==> src/mqts_pkg.sv <==
package mqts_pkg;

    // Port field width and parameter defaults
    localparam int FIELD_W     = 32;
    localparam int DEPTH_DEF   = 64;
    localparam int DATA_W_DEF  = 32;

    typedef enum logic
    {
        OP_PUSH = 1'b0,
        OP_POP  = 1'b1
    } op_t;

    typedef enum logic [1:0]
    {
        ERR_OK    = 2'd0,
        ERR_EMPTY = 2'd1,
        ERR_FULL  = 2'd2
    } err_t;

    typedef enum logic [2:0]
    {
        ST_IDLE,
        ST_XRD,
        ST_XWR,
        ST_POP,
        ST_POPRD,
        ST_EMIT
    } state_t;

    // Controller to datapath
    typedef struct packed
    {
        logic start;    // item accepted: clear popped, latch error
        err_t err;
        logic push;     // write input stack
        logic xfer_rd;  // read top of input stack
        logic xfer_wr;  // move read value onto output stack
        logic pop;      // remove output top, read entry below
        logic pop_load; // refresh cached output top
        logic emit;     // load result register
    } mq_cmd_t;

    // Datapath to controller
    typedef struct packed
    {
        logic in_empty;
        logic in_full;
        logic in_one;
        logic out_empty;
        logic slot_free;
    } mq_stat_t;

endpackage

==> src/mqts_ctrl.sv <==
module mqts_ctrl
    import mqts_pkg::*;
(
    input  logic     clk,
    input  logic     rst_n,
    input  logic     in_valid,
    input  logic     op,
    output logic     in_ready,
    input  mq_stat_t stat,
    output mq_cmd_t  cmd
);

    state_t state_reg;
    state_t state_next;
    op_t    op_in;

    assign op_in = op_t'(op);

    always_ff @(posedge clk or negedge rst_n)
    begin
        if (!rst_n)
        begin
            state_reg <= ST_IDLE;
        end
        else
        begin
            state_reg <= state_next;
        end
    end

    // Next state
    always_comb
    begin
        state_next = state_reg;
        case (state_reg)
            ST_IDLE:
            begin
                if (in_valid)
                begin
                    if (op_in == OP_PUSH)
                    begin
                        state_next = ST_EMIT;
                    end
                    else if (stat.in_empty && stat.out_empty)
                    begin
                        state_next = ST_EMIT;
                    end
                    else if (stat.out_empty)
                    begin
                        state_next = ST_XRD;
                    end
                    else
                    begin
                        state_next = ST_POP;
                    end
                end
            end
            ST_XRD:   state_next = ST_XWR;
            ST_XWR:   state_next = stat.in_one ? ST_POP : ST_XRD;
            ST_POP:   state_next = ST_POPRD;
            ST_POPRD: state_next = ST_EMIT;
            ST_EMIT:  state_next = stat.slot_free ? ST_IDLE : ST_EMIT;
            default:  state_next = ST_IDLE;
        endcase
    end

    // Outputs
    always_comb
    begin
        in_ready = 1'b0;
        cmd      = '0;
        cmd.err  = ERR_OK;
        case (state_reg)
            ST_IDLE:
            begin
                in_ready  = 1'b1;
                cmd.start = in_valid;
                if (in_valid)
                begin
                    if (op_in == OP_PUSH)
                    begin
                        if (stat.in_full)
                        begin
                            cmd.err = ERR_FULL;
                        end
                        else
                        begin
                            cmd.push = 1'b1;
                        end
                    end
                    else if (stat.in_empty && stat.out_empty)
                    begin
                        cmd.err = ERR_EMPTY;
                    end
                end
            end
            ST_XRD:   cmd.xfer_rd  = 1'b1;
            ST_XWR:   cmd.xfer_wr  = 1'b1;
            ST_POP:   cmd.pop      = 1'b1;
            ST_POPRD: cmd.pop_load = 1'b1;
            ST_EMIT:  cmd.emit     = stat.slot_free;
            default:  cmd.start    = 1'b0;
        endcase
    end

endmodule

==> config.mk <==
export PLATFORM = sky130hd
export DESIGN_NAME = mqts_ctrl
export DESIGN_NICKNAME = d
export VERILOG_FILES = /design/src/mqts_pkg.sv /design/src/mqts_ctrl.sv
export SDC_FILE = /design/constraint.sdc
export NUM_CORES = 1
export LEC_CHECK = 0
export BUFFER_PORTS_ARGS = -buffer_cell sky130_fd_sc_hd__buf_4
export CORE_AREA = 2 2 39 41
export DETAILED_ROUTE_END_ITERATION = 8
export DIE_AREA = 0 0 41 43
export HOLD_SLACK_MARGIN = 0.12
export PLACE_DENSITY_LB_ADDON = 0.3
export SYNTH_ARGS = -nofsm -noshare
export SYNTH_HDL_FRONTEND = slang
export SYNTH_SLANG_ARGS = --single-unit
==> constraint.sdc <==
create_clock -name clk -period 2.1 [get_ports clk]
set_input_delay 0.21 -clock clk [delete_from_list [all_inputs] [get_ports clk]]
set_output_delay 0.21 -clock clk [all_outputs]
set_load 0.01 [all_outputs]
==> results by group <==
Finish
  • Count of inserted antenna diode cells: 0
  • Area grow syn2layout: 66.99%
  • Layout cell share with drive strength beyond 1: 0.4528
  • Area occupied by multi-input gates: 152.6 um^2
  • Count of fill cells added during filler insertion: 161
  • Register area: 75.07 um^2
  • Layout Nets: 63
  • Number of flip-flops in the largest register: 3

Flow run
  • Max-capacitance violation count: 0

Floorplan
  • Placeable core region: 1384 um^2
  • Die Wd: 41 um
  • Die outline height: 43 um
  • Initial Util: 0.1863
  • Count of standard-cell rows: 14
  • DIE AREA: 1763 um^2
  • Top-level port count: 19

Worst setup path
  • Critical path class: reg2out
  • Critical path peak fanout: 9
  • CP Cell Sequence: nor3_4, nand2_2, nor3b_2, buf_4
  • Data required time of the critical path: 1.89 ns
  • Worst path arrival time: 1.36 ns
  • Worst reg2reg setup slack: 0.99 ns
  • Setup crit end kind: output pin
  • Buf+Inv Stages, Crit Path: 1
  • Slowest cell delay on critical path: 0.48 ns
  • Nature of the critical path startpoint: register
  • Highest-delay cell along the critical path: sky130_fd_sc_hd__dfrtp_1
  • Crit-path leading delay family: simple AND/OR/NAND/NOR gates

Place
  • HPWL reported at the end of detailed placement: 533.2 um
  • Routability congestion estimate from global placement: 0.6145
  • Buffers added on ports: 18

Route
  • Initial DRT Pass Iterations: 2
  • Remaining design rule violation count: 0
  • Total via count in the routed design: 291
  • DRC violation total after the first TritonRoute iteration: 4
  • Final routed wire length divided by cell count: 10.00 um
  • Via/cell ratio: 4.217
  • Number of nets with antenna violations after routing: 0
  • Final WL: 690 um

Synthesis
  • #FFs+latches synth: 3
  • Synth Area in XOR/XNOR: 0
  • Post-synth top area cell: sky130_fd_sc_hd__dfrtp_1
  • Proportion of synthesized chip area in sequential cells: 0.2913
  • Post-synthesis instance area: 257.7 um^2
  • Synthesized-area fraction occupied by adder cells: 0
  • Largest family of logic cells by synthesized area: simple AND/OR/NAND/NOR gates
  • Synth cell types: 18
  • Instance count of the mapped netlist: 32
  • Mean Syn Cell Area: 8.055 um^2
  • Synthesized-area fraction occupied by and/or/nand/nor cells: 0.4223
  • Dominant cells by area after synthesis: sky130_fd_sc_hd__dfrtp_1 (29%), sky130_fd_sc_hd__nor3_1 (7.8%), sky130_fd_sc_hd__a221oi_1 (6.8%)
  • Portion of netlist area occupied by mux cells: 0
  • Area fraction in compound gates after synthesis: 0.1699
  • Area share of the leading cell type in the synthesized netlist: 0.2913
  • Post-Syn Nets: 41
  • Ys Warns: 0

STA
  • Count of endpoints failing hold in the final timing report: 0
  • Setup Total Neg Slack: 0 ns
  • # setup viols final: 0
  • RSZ-0062 raised after global routing: false
  • Peak clock frequency supported by timing: 638.6 MHz
  • Final period utilization: 0.7457
  • Worst Skew: 0.0003048 ns
  • Slew at the pin with the worst max-slew slack: 0.3551 ns
  • Final Slew Violations: 0
  • Slew Limit Headroom: 0.7632
  • Final period demand of the worst path: 1.566 ns

Clocking
  • Hold Buf Count CTS: 1
  • CTS tree: built
  • Max Root-Sink Buffers: 2
  • Clock-pin slew of the registers on the worst-case setup and hold paths: 0.04 ns
  • Clock root buffer: sky130_fd_sc_hd__clkbuf_4
  • Clock insertion delay at the later pin of the skew report: 0.23 ns
  • Setup bufs post-CTS: 0
  • Num CTS Buffers: 3
  • Number of instances resized during post-cts repair: 0
  • H-tree levels: 1
  • Number of sinks handled by clock tree synthesis: 3

Outcome
  • Outcome: finished, final reports clean

Pwr
  • Ratio of total power to cell area: 1219 nW/um^2
  • P_leak: 0.2075 nW
  • Overall power of the completed layout: 0.5248 mW
  • Worst supply voltage drop on vdd: 366.5 uV

Global routing
  • Global-route wire length before repair: 1124 um
  • Number of antenna violations at the first check in global routing: 0
  • Vias in the first global route: 269
  • Maximum number of pins on one net before global-route repair: 12
  • Global router's overall resource usage: 0.09749
  • Total congestion overflow after global routing: 0

Hold path
  • Worst min path class: in2reg
[final timing paths]
check                                         startpoint                  endpoint  cells after the start
worst max-delay path            state_reg[1]$_DFFE_PN0P_                    cmd[7]                      4
worst min-delay path                             stat[2]  state_reg[1]$_DFFE_PN0P_                      3
worst max register to register  state_reg[2]$_DFFE_PN0P_  state_reg[2]$_DFFE_PN0P_                      3
worst min register to register  state_reg[0]$_DFFE_PN0P_  state_reg[0]$_DFFE_PN0P_                      1
max in group asynchronous                          rst_n  state_reg[2]$_DFFE_PN0P_                      2
min in group asynchronous                          rst_n  state_reg[1]$_DFFE_PN0P_                      2
[kinds of logic (layout without fill, tap and decap cells)]
kind of cell / after synthesis / count (layout)
buffers and inverters: 5 / 26
AND/OR/NAND/NOR: 18 / 18
AO/OA/AOI/OAI: 6 / 6
flip-flops: 3 / 3
[layout make-up]
cell class,count,area share
repair buffers,19,0.3372
inverters,3,0.02616
flip-flops and latches,3,0.1744
well taps,16,0.04651
clock buffers,4,0.06105
multi-input cells,24,0.3547
[metrics by stage]
stage	cells	setup WS [ns]	utilization	hold WS, ns	area, um^2
2_1_floorplan	32	0.8084	-	-0.08559	257.7
3_5_place_dp	64	0.7885	0.2848	0.0007841	394.1
4_1_cts	69	0.5277	0.3110	0.2646	430.4
6_report	69	0.5341	0.3110	0.2707	430.4
3_3_place_gp	64	0.7813	0.2848	0.002155	394.1
5_1_grt	69	0.3905	0.3110	0.2765	430.4
[cells in the final DEF (no fill, tap or decap), types with 2 or more instances in the layout]
cell type and n:
sky130_fd_sc_hd__a221oi_1 2, sky130_fd_sc_hd__buf_4 18, sky130_fd_sc_hd__clkbuf_4 3, sky130_fd_sc_hd__dfrtp_1 3, sky130_fd_sc_hd__inv_1 3, sky130_fd_sc_hd__nand2_1 2, sky130_fd_sc_hd__nand2b_1 2, sky130_fd_sc_hd__nor2_1 4
sky130_fd_sc_hd__nor3_1 4, sky130_fd_sc_hd__o21ai_0 2
[worst min-delay path, cell delays in order]
cell                       delay (ns)
sky130_fd_sc_hd__buf_4           0.10
sky130_fd_sc_hd__nand2_1         0.06
sky130_fd_sc_hd__a221oi_1        0.07
[where the power goes]
part | total [mW] | leakage, nW | switching (mW) | internal (mW)
clock network | 0.100 | 0.0150 | 0.0290 | 0.0712
logic | 0.266 | 0.155 | 0.123 | 0.142
registers | 0.159 | 0.0371 | 0.0727 | 0.0861
[synthesized netlist by cell type (all sizes together)]
cell,count
o21ai,2
buf,2
nor2,4
nand3b,1
nand3,1
nand2,3
o2bb2ai,1
a221oi,2
nor3,5
inv,3
nand2b,2
and2,1
a211oi,1
dfrtp,3
nor3b,1
[per-layer routing]
layer / up-vias / track usage / share of wire
met1: 125 / 0.1226 / 0.42
met5: - / 0 / 0
met2: 14 / 0.1375 / 0.49
met4: 0 / 0.08000 / 0
li1: 152 / - / -
met3: 0 / 0.01571 / 0.090
(Power assumes the default switching activity.)
